$ cat config.mk
export PLATFORM = sky130hd
export DESIGN_NAME = planar_pose_reorigin
export DESIGN_NICKNAME = d
export VERILOG_FILES = /design/src/ppr_pkg.sv /design/src/planar_pose_reorigin.sv /design/src/ppr_front.sv /design/src/ppr_queue.sv /design/src/ppr_back.sv
export SDC_FILE = /design/constraint.sdc
export NUM_CORES = 2
export LEC_CHECK = 0
export ABC_AREA = 1
export BUFFER_PORTS_ARGS = -buffer_cell sky130_fd_sc_hd__buf_2
export CORE_UTILIZATION = 65
export CTS_CLUSTER_DIAMETER = 60
export CTS_CLUSTER_SIZE = 24
export DETAILED_ROUTE_END_ITERATION = 8
export PLACE_DENSITY = 0.83
export SYNTH_ARGS = -nofsm -noshare
export SYNTH_HDL_FRONTEND = slang
export SYNTH_SLANG_ARGS = --single-unit
export TNS_END_PERCENT = 5
$ cat constraint.sdc
create_clock -name clock -period 23.1 [get_ports clock]
set_input_delay 1.155 -clock clock [delete_from_list [all_inputs] [get_ports clock]]
set_output_delay 1.155 -clock clock [all_outputs]
set_load 0.005 [all_outputs]
$ cat src/ppr_pkg.sv
// Shared types, constants and helper functions for the planar pose re-origin block.
`timescale 1ns / 1ps
package ppr_pkg;

   localparam int QUEUE_DEPTH = 2;

   localparam logic signed [39:0] ONE_Q28      = 40'sd268435456;
   localparam logic signed [39:0] GAIN_INV_Q28 = 40'sd163008219;
   localparam logic signed [33:0] QUARTER_TURN = 34'sd1073741824;
   localparam logic signed [33:0] HALF_TURN    = 34'sd2147483648;
   localparam logic signed [67:0] ROUND_Q28    = 68'sd134217728;

   typedef struct packed {
      logic signed [31:0] pos_x;
      logic signed [31:0] pos_y;
      logic signed [15:0] quat_x;
      logic signed [15:0] quat_y;
      logic signed [15:0] quat_z;
      logic signed [15:0] quat_w;
   } ppr_entry_type;

   typedef enum logic [3:0] {
      BK_IDLE,
      BK_QMUL,
      BK_AINIT,
      BK_ATAN,
      BK_S1INIT,
      BK_SC1,
      BK_S2INIT,
      BK_SC2,
      BK_ROT,
      BK_RFIN
   } bk_state_type;

   // atan(2^-i) in 2^-32 turn units
   function automatic logic [31:0] atan_lut(input logic [4:0] idx);
      logic [31:0] r;
      case (idx)
         5'd0:  r = 32'h20000000;
         5'd1:  r = 32'h12E4051E;
         5'd2:  r = 32'h09FB385B;
         5'd3:  r = 32'h051111D4;
         5'd4:  r = 32'h028B0D43;
         5'd5:  r = 32'h0145D7E1;
         5'd6:  r = 32'h00A2F61E;
         5'd7:  r = 32'h00517C55;
         5'd8:  r = 32'h0028BE53;
         5'd9:  r = 32'h00145F2F;
         5'd10: r = 32'h000A2F98;
         5'd11: r = 32'h000517CC;
         5'd12: r = 32'h00028BE6;
         5'd13: r = 32'h000145F3;
         5'd14: r = 32'h0000A2FA;
         5'd15: r = 32'h0000517D;
         5'd16: r = 32'h000028BE;
         5'd17: r = 32'h0000145F;
         5'd18: r = 32'h00000A30;
         5'd19: r = 32'h00000518;
         5'd20: r = 32'h0000028C;
         5'd21: r = 32'h00000146;
         5'd22: r = 32'h000000A3;
         5'd23: r = 32'h00000051;
         5'd24: r = 32'h00000029;
         5'd25: r = 32'h00000014;
         5'd26: r = 32'h0000000A;
         5'd27: r = 32'h00000005;
         5'd28: r = 32'h00000003;
         5'd29: r = 32'h00000001;
         5'd30: r = 32'h00000001;
         default: r = 32'h00000000;
      endcase
      return r;
   endfunction

   // Q28 to Q14, round half up, clamp to +-1.0
   function automatic logic [15:0] q28_to_q14(input logic signed [39:0] v);
      logic signed [39:0] t;
      logic [15:0] r;
      t = (v + 40'sd8192) >>> 14;
      if (t > 40'sd16384) r = 16'sd16384;
      else if (t < -40'sd16384) r = -16'sd16384;
      else r = t[15:0];
      return r;
   endfunction

   // Q28 product sum to Q0, round half up, saturate to 32 bits
   function automatic logic [31:0] rnd_sat32(input logic signed [67:0] v);
      logic signed [67:0] t;
      logic [31:0] r;
      t = (v + ROUND_Q28) >>> 28;
      if (t > 68'sd2147483647) r = 32'h7FFFFFFF;
      else if (t < -68'sd2147483648) r = 32'h80000000;
      else r = t[31:0];
      return r;
   endfunction

endpackage

$ cat src/planar_pose_reorigin.sv
// Top level of the planar pose re-origin block.
// A pose that yields a result is worked on by three passes of the one shared CORDIC unit plus 12 multiply
// steps; the engine takes the next pose from the queue only after the result register has taken this one.
// Poses that yield no result are taken every cycle while the two-entry queue has room.
// Reset (synchronous, active high) clears the origin, the message match flag, queue and result.
`timescale 1ns / 1ps
module planar_pose_reorigin #(
   parameter int CORDIC_STEPS = 16
) (
   input  logic               clock,
   input  logic               reset,
   input  logic               req_valid,
   output logic               req_ready,
   input  logic signed [31:0] req_pos_x,
   input  logic signed [31:0] req_pos_y,
   input  logic signed [15:0] req_quat_x,
   input  logic signed [15:0] req_quat_y,
   input  logic signed [15:0] req_quat_z,
   input  logic signed [15:0] req_quat_w,
   input  logic               req_tracked_frame,
   input  logic               req_message_start,
   output logic               rsp_valid,
   input  logic               rsp_ready,
   output logic signed [31:0] rsp_rel_x,
   output logic signed [31:0] rsp_rel_y,
   output logic signed [15:0] rsp_rel_yaw,
   output logic signed [15:0] rsp_orient_z,
   output logic signed [15:0] rsp_orient_w
);
   import ppr_pkg::*;

   logic q_full, q_empty, q_push, q_pop;
   ppr_entry_type q_wdata, q_rdata;

   ppr_front u_front (
      .clock             (clock),
      .reset             (reset),
      .req_valid         (req_valid),
      .req_ready         (req_ready),
      .req_pos_x         (req_pos_x),
      .req_pos_y         (req_pos_y),
      .req_quat_x        (req_quat_x),
      .req_quat_y        (req_quat_y),
      .req_quat_z        (req_quat_z),
      .req_quat_w        (req_quat_w),
      .req_tracked_frame (req_tracked_frame),
      .req_message_start (req_message_start),
      .q_full            (q_full),
      .q_push            (q_push),
      .q_data            (q_wdata)
   );

   ppr_queue u_queue (
      .clock     (clock),
      .reset     (reset),
      .push      (q_push),
      .push_data (q_wdata),
      .pop       (q_pop),
      .pop_data  (q_rdata),
      .full      (q_full),
      .empty     (q_empty)
   );

   ppr_back #(
      .CORDIC_STEPS (CORDIC_STEPS)
   ) u_back (
      .clock        (clock),
      .reset        (reset),
      .q_empty      (q_empty),
      .q_data       (q_rdata),
      .q_pop        (q_pop),
      .rsp_valid    (rsp_valid),
      .rsp_ready    (rsp_ready),
      .rsp_rel_x    (rsp_rel_x),
      .rsp_rel_y    (rsp_rel_y),
      .rsp_rel_yaw  (rsp_rel_yaw),
      .rsp_orient_z (rsp_orient_z),
      .rsp_orient_w (rsp_orient_w)
   );

endmodule

$ cat src/ppr_front.sv
// Input stage: accepts transactions, tracks the per-message match flag, forwards poses to work on.
`timescale 1ns / 1ps
module ppr_front (
   input  logic                   clock,
   input  logic                   reset,
   input  logic                   req_valid,
   output logic                   req_ready,
   input  logic signed [31:0]     req_pos_x,
   input  logic signed [31:0]     req_pos_y,
   input  logic signed [15:0]     req_quat_x,
   input  logic signed [15:0]     req_quat_y,
   input  logic signed [15:0]     req_quat_z,
   input  logic signed [15:0]     req_quat_w,
   input  logic                   req_tracked_frame,
   input  logic                   req_message_start,
   input  logic                   q_full,
   output logic                   q_push,
   output ppr_pkg::ppr_entry_type q_data
);
   import ppr_pkg::*;

   logic matched_ff, matched_in;
   logic matched_cur;
   logic accept;

   assign req_ready = ~q_full;
   assign accept    = req_valid & req_ready;

   always_comb begin
      matched_cur = req_message_start ? 1'b0 : matched_ff;
      q_push      = accept & req_tracked_frame & ~matched_cur;
      matched_in  = matched_ff;
      if (accept) begin
         matched_in = matched_cur | req_tracked_frame;
      end
      q_data.pos_x  = req_pos_x;
      q_data.pos_y  = req_pos_y;
      q_data.quat_x = req_quat_x;
      q_data.quat_y = req_quat_y;
      q_data.quat_z = req_quat_z;
      q_data.quat_w = req_quat_w;
   end

   always_ff @(posedge clock) begin
      if (reset) begin
         matched_ff <= 1'b0;
      end else begin
         matched_ff <= matched_in;
      end
   end

endmodule

$ cat src/ppr_queue.sv
// Short queue of pose entries between the input stage and the compute engine.
`timescale 1ns / 1ps
module ppr_queue (
   input  logic                   clock,
   input  logic                   reset,
   input  logic                   push,
   input  ppr_pkg::ppr_entry_type push_data,
   input  logic                   pop,
   output ppr_pkg::ppr_entry_type pop_data,
   output logic                   full,
   output logic                   empty
);
   import ppr_pkg::*;

   localparam int PTR_W = (QUEUE_DEPTH > 1) ? $clog2(QUEUE_DEPTH) : 1;
   localparam int CNT_W = $clog2(QUEUE_DEPTH + 1);

   ppr_entry_type slot_ff [QUEUE_DEPTH];
   logic [PTR_W-1:0] wr_ff, wr_in, rd_ff, rd_in;
   logic [CNT_W-1:0] cnt_ff, cnt_in;

   assign full     = (cnt_ff == CNT_W'(QUEUE_DEPTH));
   assign empty    = (cnt_ff == '0);
   assign pop_data = slot_ff[rd_ff];

   always_comb begin
      wr_in  = wr_ff;
      rd_in  = rd_ff;
      cnt_in = cnt_ff;
      if (push) begin
         wr_in = (wr_ff == PTR_W'(QUEUE_DEPTH - 1)) ? '0 : wr_ff + 1'b1;
      end
      if (pop) begin
         rd_in = (rd_ff == PTR_W'(QUEUE_DEPTH - 1)) ? '0 : rd_ff + 1'b1;
      end
      if (push && !pop) cnt_in = cnt_ff + 1'b1;
      else if (pop && !push) cnt_in = cnt_ff - 1'b1;
   end

   always_ff @(posedge clock) begin
      if (reset) begin
         wr_ff  <= '0;
         rd_ff  <= '0;
         cnt_ff <= '0;
      end else begin
         wr_ff  <= wr_in;
         rd_ff  <= rd_in;
         cnt_ff <= cnt_in;
      end
   end

   always_ff @(posedge clock) begin
      if (push) begin
         slot_ff[wr_ff] <= push_data;
      end
   end

endmodule

$ cat src/ppr_back.sv
// Compute engine: quaternion yaw, origin latch, CORDIC sine/cosine, rotation, result register.
`timescale 1ns / 1ps
module ppr_back #(
   parameter int CORDIC_STEPS = 16
) (
   input  logic                   clock,
   input  logic                   reset,
   input  logic                   q_empty,
   input  ppr_pkg::ppr_entry_type q_data,
   output logic                   q_pop,
   output logic                   rsp_valid,
   input  logic                   rsp_ready,
   output logic signed [31:0]     rsp_rel_x,
   output logic signed [31:0]     rsp_rel_y,
   output logic signed [15:0]     rsp_rel_yaw,
   output logic signed [15:0]     rsp_orient_z,
   output logic signed [15:0]     rsp_orient_w
);
   import ppr_pkg::*;

   localparam logic [4:0] LAST_STEP = 5'(CORDIC_STEPS - 1);

   bk_state_type state_ff, state_in;
   logic [4:0] iter_ff, iter_in;
   ppr_entry_type ent_ff, ent_in;
   logic signed [67:0] acc_ff, acc_in;
   logic signed [35:0] sn_ff, sn_in;
   logic signed [39:0] cx_ff, cx_in, cy_ff, cy_in;
   logic signed [33:0] cz_ff, cz_in;
   logic zero_ff, zero_in, neg_ff, neg_in;
   logic [15:0] yaw_ff, yaw_in, ryaw_ff, ryaw_in;
   logic oval_ff, oval_in;
   logic signed [31:0] ox_ff, ox_in, oy_ff, oy_in;
   logic [15:0] oyaw_ff, oyaw_in;
   logic signed [33:0] c_ff, c_in, s_ff, s_in;
   logic signed [32:0] dx_ff, dx_in, dy_ff, dy_in;
   logic [15:0] oz_ff, oz_in, ow_ff, ow_in;
   logic [31:0] rx_ff, rx_in;
   logic out_valid_ff, out_valid_in;
   logic [31:0] out_x_ff, out_x_in, out_y_ff, out_y_in;
   logic [15:0] out_yaw_ff, out_yaw_in, out_z_ff, out_z_in, out_w_ff, out_w_in;

   // shared multiplier
   logic signed [33:0] mul_a;
   logic signed [16:0] mul_b;
   logic signed [50:0] prod;
   logic signed [67:0] term, base;
   logic signed [32:0] dsel;

   // CORDIC datapath
   logic signed [39:0] xsh, ysh, x_nx, y_nx;
   logic signed [33:0] at, z_nx;

   logic signed [35:0] cn;
   logic signed [33:0] ang, ang_f;
   logic ang_neg;
   logic [31:0] zr;
   logic signed [39:0] fx, fy;

   assign prod = mul_a * mul_b;

   assign rsp_valid    = out_valid_ff;
   assign rsp_rel_x    = out_x_ff;
   assign rsp_rel_y    = out_y_ff;
   assign rsp_rel_yaw  = out_yaw_ff;
   assign rsp_orient_z = out_z_ff;
   assign rsp_orient_w = out_w_ff;

   always_comb begin
      // multiplier operands
      mul_a = '0;
      mul_b = '0;
      term  = '0;
      base  = '0;
      dsel  = (iter_ff[2] ^ iter_ff[1]) ? dy_ff : dx_ff;
      if (state_ff == BK_QMUL) begin
         case (iter_ff[1:0])
            2'd0: begin mul_a = 34'(ent_ff.quat_w); mul_b = 17'(ent_ff.quat_z); end
            2'd1: begin mul_a = 34'(ent_ff.quat_x); mul_b = 17'(ent_ff.quat_y); end
            2'd2: begin mul_a = 34'(ent_ff.quat_y); mul_b = 17'(ent_ff.quat_y); end
            default: begin mul_a = 34'(ent_ff.quat_z); mul_b = 17'(ent_ff.quat_z); end
         endcase
         term = 68'(prod);
         base = iter_ff[0] ? acc_ff : '0;
      end else begin
         mul_a = iter_ff[1] ? s_ff : c_ff;
         mul_b = iter_ff[0] ? dsel[32:16] : $signed({1'b0, dsel[15:0]});
         term  = iter_ff[0] ? (68'(prod) <<< 16) : 68'(prod);
         base  = (iter_ff[1:0] == 2'd0) ? '0 : acc_ff;
      end

      // one CORDIC iteration, vectoring for yaw, rotation for sine/cosine
      xsh = cx_ff >>> iter_ff;
      ysh = cy_ff >>> iter_ff;
      at  = $signed({2'b00, atan_lut(iter_ff)});
      if (state_ff == BK_ATAN) begin
         if (!cy_ff[39]) begin
            x_nx = cx_ff + ysh; y_nx = cy_ff - xsh; z_nx = cz_ff + at;
         end else begin
            x_nx = cx_ff - ysh; y_nx = cy_ff + xsh; z_nx = cz_ff - at;
         end
      end else begin
         if (!cz_ff[33]) begin
            x_nx = cx_ff - ysh; y_nx = cy_ff + xsh; z_nx = cz_ff - at;
         end else begin
            x_nx = cx_ff + ysh; y_nx = cy_ff - xsh; z_nx = cz_ff + at;
         end
      end
      fx = neg_ff ? -x_nx : x_nx;
      fy = neg_ff ? -y_nx : y_nx;
      zr = z_nx[31:0] + 32'h00008000;

      cn = 36'(ONE_Q28) - (36'(acc_ff) <<< 1);

      // sine/cosine start angle, folded into the right half plane
      if (state_ff == BK_S1INIT) ang = $signed({{2{oyaw_ff[15]}}, oyaw_ff, 16'h0000});
      else ang = $signed({{3{ryaw_ff[15]}}, ryaw_ff, 15'h0000});
      ang_neg = 1'b0;
      ang_f   = ang;
      if (ang > QUARTER_TURN) begin
         ang_f = ang - HALF_TURN; ang_neg = 1'b1;
      end else if (ang < -QUARTER_TURN) begin
         ang_f = ang + HALF_TURN; ang_neg = 1'b1;
      end
   end

   always_comb begin
      state_in = state_ff;
      iter_in  = iter_ff;
      ent_in   = ent_ff;
      acc_in   = acc_ff;
      sn_in    = sn_ff;
      cx_in    = cx_ff;
      cy_in    = cy_ff;
      cz_in    = cz_ff;
      zero_in  = zero_ff;
      neg_in   = neg_ff;
      yaw_in   = yaw_ff;
      ryaw_in  = ryaw_ff;
      oval_in  = oval_ff;
      ox_in    = ox_ff;
      oy_in    = oy_ff;
      oyaw_in  = oyaw_ff;
      c_in     = c_ff;
      s_in     = s_ff;
      dx_in    = dx_ff;
      dy_in    = dy_ff;
      oz_in    = oz_ff;
      ow_in    = ow_ff;
      rx_in    = rx_ff;
      q_pop    = 1'b0;
      out_valid_in = out_valid_ff & ~rsp_ready;
      out_x_in   = out_x_ff;
      out_y_in   = out_y_ff;
      out_yaw_in = out_yaw_ff;
      out_z_in   = out_z_ff;
      out_w_in   = out_w_ff;

      case (state_ff)
         BK_IDLE: begin
            if (!q_empty) begin
               q_pop    = 1'b1;
               ent_in   = q_data;
               iter_in  = '0;
               state_in = BK_QMUL;
            end
         end
         BK_QMUL: begin
            acc_in  = base + term;
            iter_in = iter_ff + 1'b1;
            if (iter_ff[1:0] == 2'd2) sn_in = 36'(acc_ff) <<< 1;
            if (iter_ff[1:0] == 2'd3) state_in = BK_AINIT;
         end
         BK_AINIT: begin
            zero_in = (cn == '0) && (sn_ff == '0);
            if (cn < 0) begin
               cx_in = -40'(cn); cy_in = -40'(sn_ff); cz_in = 34'h080000000;
            end else begin
               cx_in = 40'(cn); cy_in = 40'(sn_ff); cz_in = '0;
            end
            iter_in  = '0;
            state_in = BK_ATAN;
         end
         BK_ATAN: begin
            cx_in = x_nx; cy_in = y_nx; cz_in = z_nx;
            iter_in = iter_ff + 1'b1;
            if (iter_ff == LAST_STEP) begin
               yaw_in = zero_ff ? 16'h0000 : zr[31:16];
               if (!oval_ff) begin
                  oval_in = 1'b1;
                  ox_in   = ent_ff.pos_x;
                  oy_in   = ent_ff.pos_y;
                  oyaw_in = zero_ff ? 16'h0000 : zr[31:16];
               end
               state_in = BK_S1INIT;
            end
         end
         BK_S1INIT, BK_S2INIT: begin
            cx_in   = GAIN_INV_Q28;
            cy_in   = '0;
            cz_in   = ang_f;
            neg_in  = ang_neg;
            iter_in = '0;
            if (state_ff == BK_S1INIT) begin
               dx_in    = 33'(ent_ff.pos_x) - 33'(ox_ff);
               dy_in    = 33'(ent_ff.pos_y) - 33'(oy_ff);
               state_in = BK_SC1;
            end else begin
               state_in = BK_SC2;
            end
         end
         BK_SC1: begin
            cx_in = x_nx; cy_in = y_nx; cz_in = z_nx;
            iter_in = iter_ff + 1'b1;
            if (iter_ff == LAST_STEP) begin
               c_in     = 34'(fx);
               s_in     = 34'(fy);
               ryaw_in  = yaw_ff - oyaw_ff;
               state_in = BK_S2INIT;
            end
         end
         BK_SC2: begin
            cx_in = x_nx; cy_in = y_nx; cz_in = z_nx;
            iter_in = iter_ff + 1'b1;
            if (iter_ff == LAST_STEP) begin
               ow_in    = q28_to_q14(fx);
               oz_in    = q28_to_q14(fy);
               iter_in  = '0;
               state_in = BK_ROT;
            end
         end
         BK_ROT: begin
            // x: c*dx + s*dy, then y: c*dy - s*dx, each as low/high partial products
            acc_in  = (iter_ff[2] & iter_ff[1]) ? base - term : base + term;
            iter_in = iter_ff + 1'b1;
            if (iter_ff[2:0] == 3'd4) rx_in = rnd_sat32(acc_ff);
            if (iter_ff[2:0] == 3'd7) state_in = BK_RFIN;
         end
         BK_RFIN: begin
            if (!out_valid_ff || rsp_ready) begin
               out_valid_in = 1'b1;
               out_x_in     = rx_ff;
               out_y_in     = rnd_sat32(acc_ff);
               out_yaw_in   = ryaw_ff;
               out_z_in     = oz_ff;
               out_w_in     = ow_ff;
               state_in     = BK_IDLE;
            end
         end
         default: state_in = BK_IDLE;
      endcase
   end

   always_ff @(posedge clock) begin
      if (reset) begin
         state_ff     <= BK_IDLE;
         out_valid_ff <= 1'b0;
         oval_ff      <= 1'b0;
         ox_ff        <= '0;
         oy_ff        <= '0;
         oyaw_ff      <= '0;
      end else begin
         state_ff     <= state_in;
         out_valid_ff <= out_valid_in;
         oval_ff      <= oval_in;
         ox_ff        <= ox_in;
         oy_ff        <= oy_in;
         oyaw_ff      <= oyaw_in;
      end
   end

   always_ff @(posedge clock) begin
      iter_ff    <= iter_in;
      ent_ff     <= ent_in;
      acc_ff     <= acc_in;
      sn_ff      <= sn_in;
      cx_ff      <= cx_in;
      cy_ff      <= cy_in;
      cz_ff      <= cz_in;
      zero_ff    <= zero_in;
      neg_ff     <= neg_in;
      yaw_ff     <= yaw_in;
      ryaw_ff    <= ryaw_in;
      c_ff       <= c_in;
      s_ff       <= s_in;
      dx_ff      <= dx_in;
      dy_ff      <= dy_in;
      oz_ff      <= oz_in;
      ow_ff      <= ow_in;
      rx_ff      <= rx_in;
      out_x_ff   <= out_x_in;
      out_y_ff   <= out_y_in;
      out_yaw_ff <= out_yaw_in;
      out_z_ff   <= out_z_in;
      out_w_ff   <= out_w_in;
   end

endmodule

==> results.ini <==
[grt]
track_usage_pct=47.11
grt_overflow=0
grt_pass1_vias=94005
grt_start_max_net_pins=124
grt_pass1_wl_mm=546.6
antenna_found_initial=20

[drt]
met1Wirelength_mm=125.3
final_antenna_net_count=0
met2_length_mm=161.7
first_iter_violations=12668
routed-wl-met3_mm=49.45
firstDrtPassIters=9
top_layer=met5
wl_per_cell_um=23.78
post-route-drc-count=5
num_vias=95801
viasPerCell=6.214
totalWireLength_mm=366.6

[timing]
skew_ns=0.1272
tightest_slew_ns=1.545
rsz0062_at_grt=false
timing.final.crit_share_pct=62.41
tns_ns=0
period_needed_ns=14.42
final_hold_viol_count=0
clock.fmax_mhz=69.36
setup_viol=0
slew_headroom_pct=-4.090
finalMaxSlewViolations=4

[synthesis]
syn_area_per_cell_um2=7.446
yosysWarnings=0
synth_nets=14588
synth-seq-cells=1071
synth_async_sr_flop_share_pct=0
ys.flop_type=edfxtp_1
syn_inst=13316
synth_area_um2=99150
synth-seq-area-share_pct=31.22
synth_edf_count=950
synth_cell_type_count=78

[min_path]
holdPathStages=0
hold_path.class=register to register

[outcome]
failed_checks=design-rule violations, max-capacitance violations, max-slew violations
outcome=finished, violations left

[clocking]
worstSkewPairLatency_ns=0.80
cts_max_level=3
ctsResizeCount=0
clk_pin_slew_ns=0.09
cts_tree=done
cts_buffer_depth=3
clockRootBuffer=clkbuf_16
cts_setup_buffers=0
hold_buffers=0
cts_buffers=89
cts.sinks=1071

[final_layout]
drive_gt1_share_pct=5.817
num-nets-final=14590
stdcell_count=15416
syn_to_final_growth_pct=6.170
fin_area_um2=105300

[worst_setup_path]
path_class=register to register
crit_start=u_back.iter_ff[1]
reg2reg_from=u_back.iter_ff[1]
crit_path_max_incr_delay_ns=0.78
cp_max_fo=37
reg2reg_to=u_back.acc_ff[61]
regToRegSetupSlack_ns=8.68
slowest_stage=inv_1
crit_top_cell=nand2_1
end_kind=register
worstPathRequired_ns=23.58
arrival_ns=14.90
startpoint_type=register
crit_end=u_back.acc_ff[61]
reg2reg_depth=44

[die]
die_y_um=392.6
rows=142
ioPinCount=248
core_um2=150700
dieArea_um2=154100
floorplan.die.width_um=392.6
initial_core_util_pct=65.81

[place]
port_buffers=247
placed_cell_area_um2=102100
dp_hpwl_mm=284.8
place_inst=15243
globalplace.congestion=1.116

[flow_run]
cap_violations=1

==> registers in the layout, indices dropped and copies added (netlist names), 30 cells and up <==
name,flops
u_back.oy_ff,32
u_back.acc_ff,68
u_back.cz_ff,34
u_back.ox_ff,32
u_back.at,30
u_back.rx_ff,32
u_back.cx_ff,40
u_back.ent_ff,128
u_queue.slot_ff,256
u_back.sn_ff,35
u_back.dx_ff,33
u_back.rsp_rel_x,32
u_back.dy_ff,33
u_back.cy_ff,40
u_back.c_ff,34
u_back.s_ff,34
u_back.rsp_rel_y,32
==> synth_stat cells (23+ instances only) <==
cell	number	area [µm²]
nor2_1	1263	4741
nor4_1	31	193.9
nand4_1	108	675.7
buf_1	45	168.9
o211ai_1	47	352.8
clkbuf_1	367	1378
ha_1	575	7194
o21a_1	36	270.3
xor2_1	237	2076
inv_1	2381	8937
o21ai_0	837	4189
or2_2	39	244.0
a21oi_1	778	3894
nand2_2	51	319.1
o21bai_1	46	345.3
edfxtp_1	950	28530
dfxtp_1	121	2422
fa_1	563	11270
nand2_1	3385	12710
a31oi_1	66	412.9
xnor2_1	65	569.3
clkinv_1	26	97.59
a221oi_1	26	227.7
nand3b_1	23	172.7
o22ai_1	84	525.5
inv_2	33	123.9
mux2i_1	59	590.6
a21boi_0	24	180.2
nand3_1	626	3133
nor2_4	37	416.7
nor3_1	129	645.6
==> cell usage in the layout (no fill, tap or decap), types with 89 or more instances in the layout <==
cell / netlist / layout
nand2_1: 3385 / 3382
inv_1: 2381 / 2374
nor2_1: 1263 / 1254
edfxtp_1: 950 / 950
o21ai_0: 837 / 835
a21oi_1: 778 / 776
nand3_1: 626 / 626
ha_1: 575 / 575
fa_1: 563 / 563
buf_2: 17 / 247
xor2_1: 237 / 237
nor3_1: 129 / 127
dfxtp_1: 121 / 120
buf_4: 5 / 110
nand4_1: 108 / 108
clkbuf_16: 0 / 89
==> metrics by stage <==
step	utilization, %	worst slack [ns]	hold WS (ns)
2_1_floorplan	-	11.49	0.4003
3_3_place_gp	67.77	9.353	0.4024
3_5_place_dp	67.78	9.283	0.4045
4_1_cts	69.85	9.229	0.4139
5_1_grt	69.85	8.310	0.4176
6_report	69.87	8.683	0.4095
==> how the worst min path moves through the flow <==
| stage | slack, ns | end | from |
|---|---|---|---|
| after floorplan | 0.40 | u_back.rsp_orient_w[0] | u_back.ow_ff[0] |
| after global placement | 0.40 | u_back.rsp_orient_w[14] | u_back.ow_ff[14] |
| after detailed placement | 0.40 | u_back.rsp_rel_x[10] | u_back.rx_ff[10] |
| after CTS | 0.41 | u_back.rsp_rel_x[16] | u_back.rx_ff[16] |
| after global routing | 0.42 | u_back.rsp_rel_x[22] | u_back.rx_ff[22] |
| final | 0.41 | u_back.rsp_rel_x[16] | u_back.rx_ff[16] |
==> area by class of cell <==
| class | instances | area [µm²] |
|---|---|---|
| Fill cell | 11929 | 45400 |
| Sequential cell | 1071 | 30950 |
| Inverter | 2442 | 9175 |
| Tap cell | 2016 | 2522 |
| Multi-Input combinational cell | 9357 | 57410 |
| Antenna cell | 9 | 22.52 |
| Clock buffer | 101 | 2272 |
| Timing Repair Buffer | 357 | 2062 |
| Clock inverter | 63 | 845.8 |
==> cell families (layout without fill, tap and decap cells) <==
group                      count (synthesis)  in the layout  share of synthesized area [%]
AOI/OAI and AO/OA                       2078           2078                          11.56
xor gates and xnor gates                 303            303                          2.684
adders and majority gates               1138           1138                          18.62
buffers and inverters                   2888           2963                          11.06
DFF                                     1071           1071                          31.22
muxes                                     59             59                         0.5957
other                                      0              9                              0
and+or+nand+nor                         5779           5779                          24.25
==> critical path: cells and delay by family (launching register included) <==
family,cells,cell delay (ns)
buf+inv,10,2.71
flops,1,0.37
simple gates,14,3.21
xor+xnor,1,0.18
fa+ha+maj,9,4.67
compound gates,10,2.89
==> layer usage <==
layer / track usage (%) / up-vias
met2: 73.95 / 7056
met1: 55.24 / 44452
met4: 32.07 / 24
li1: - / 42466
met5: 0.6061 / -
met3: 14.69 / 1803
Power is not shown: default switching activity piles up to over one toggle a cycle in this logic, so the estimate is an artifact.
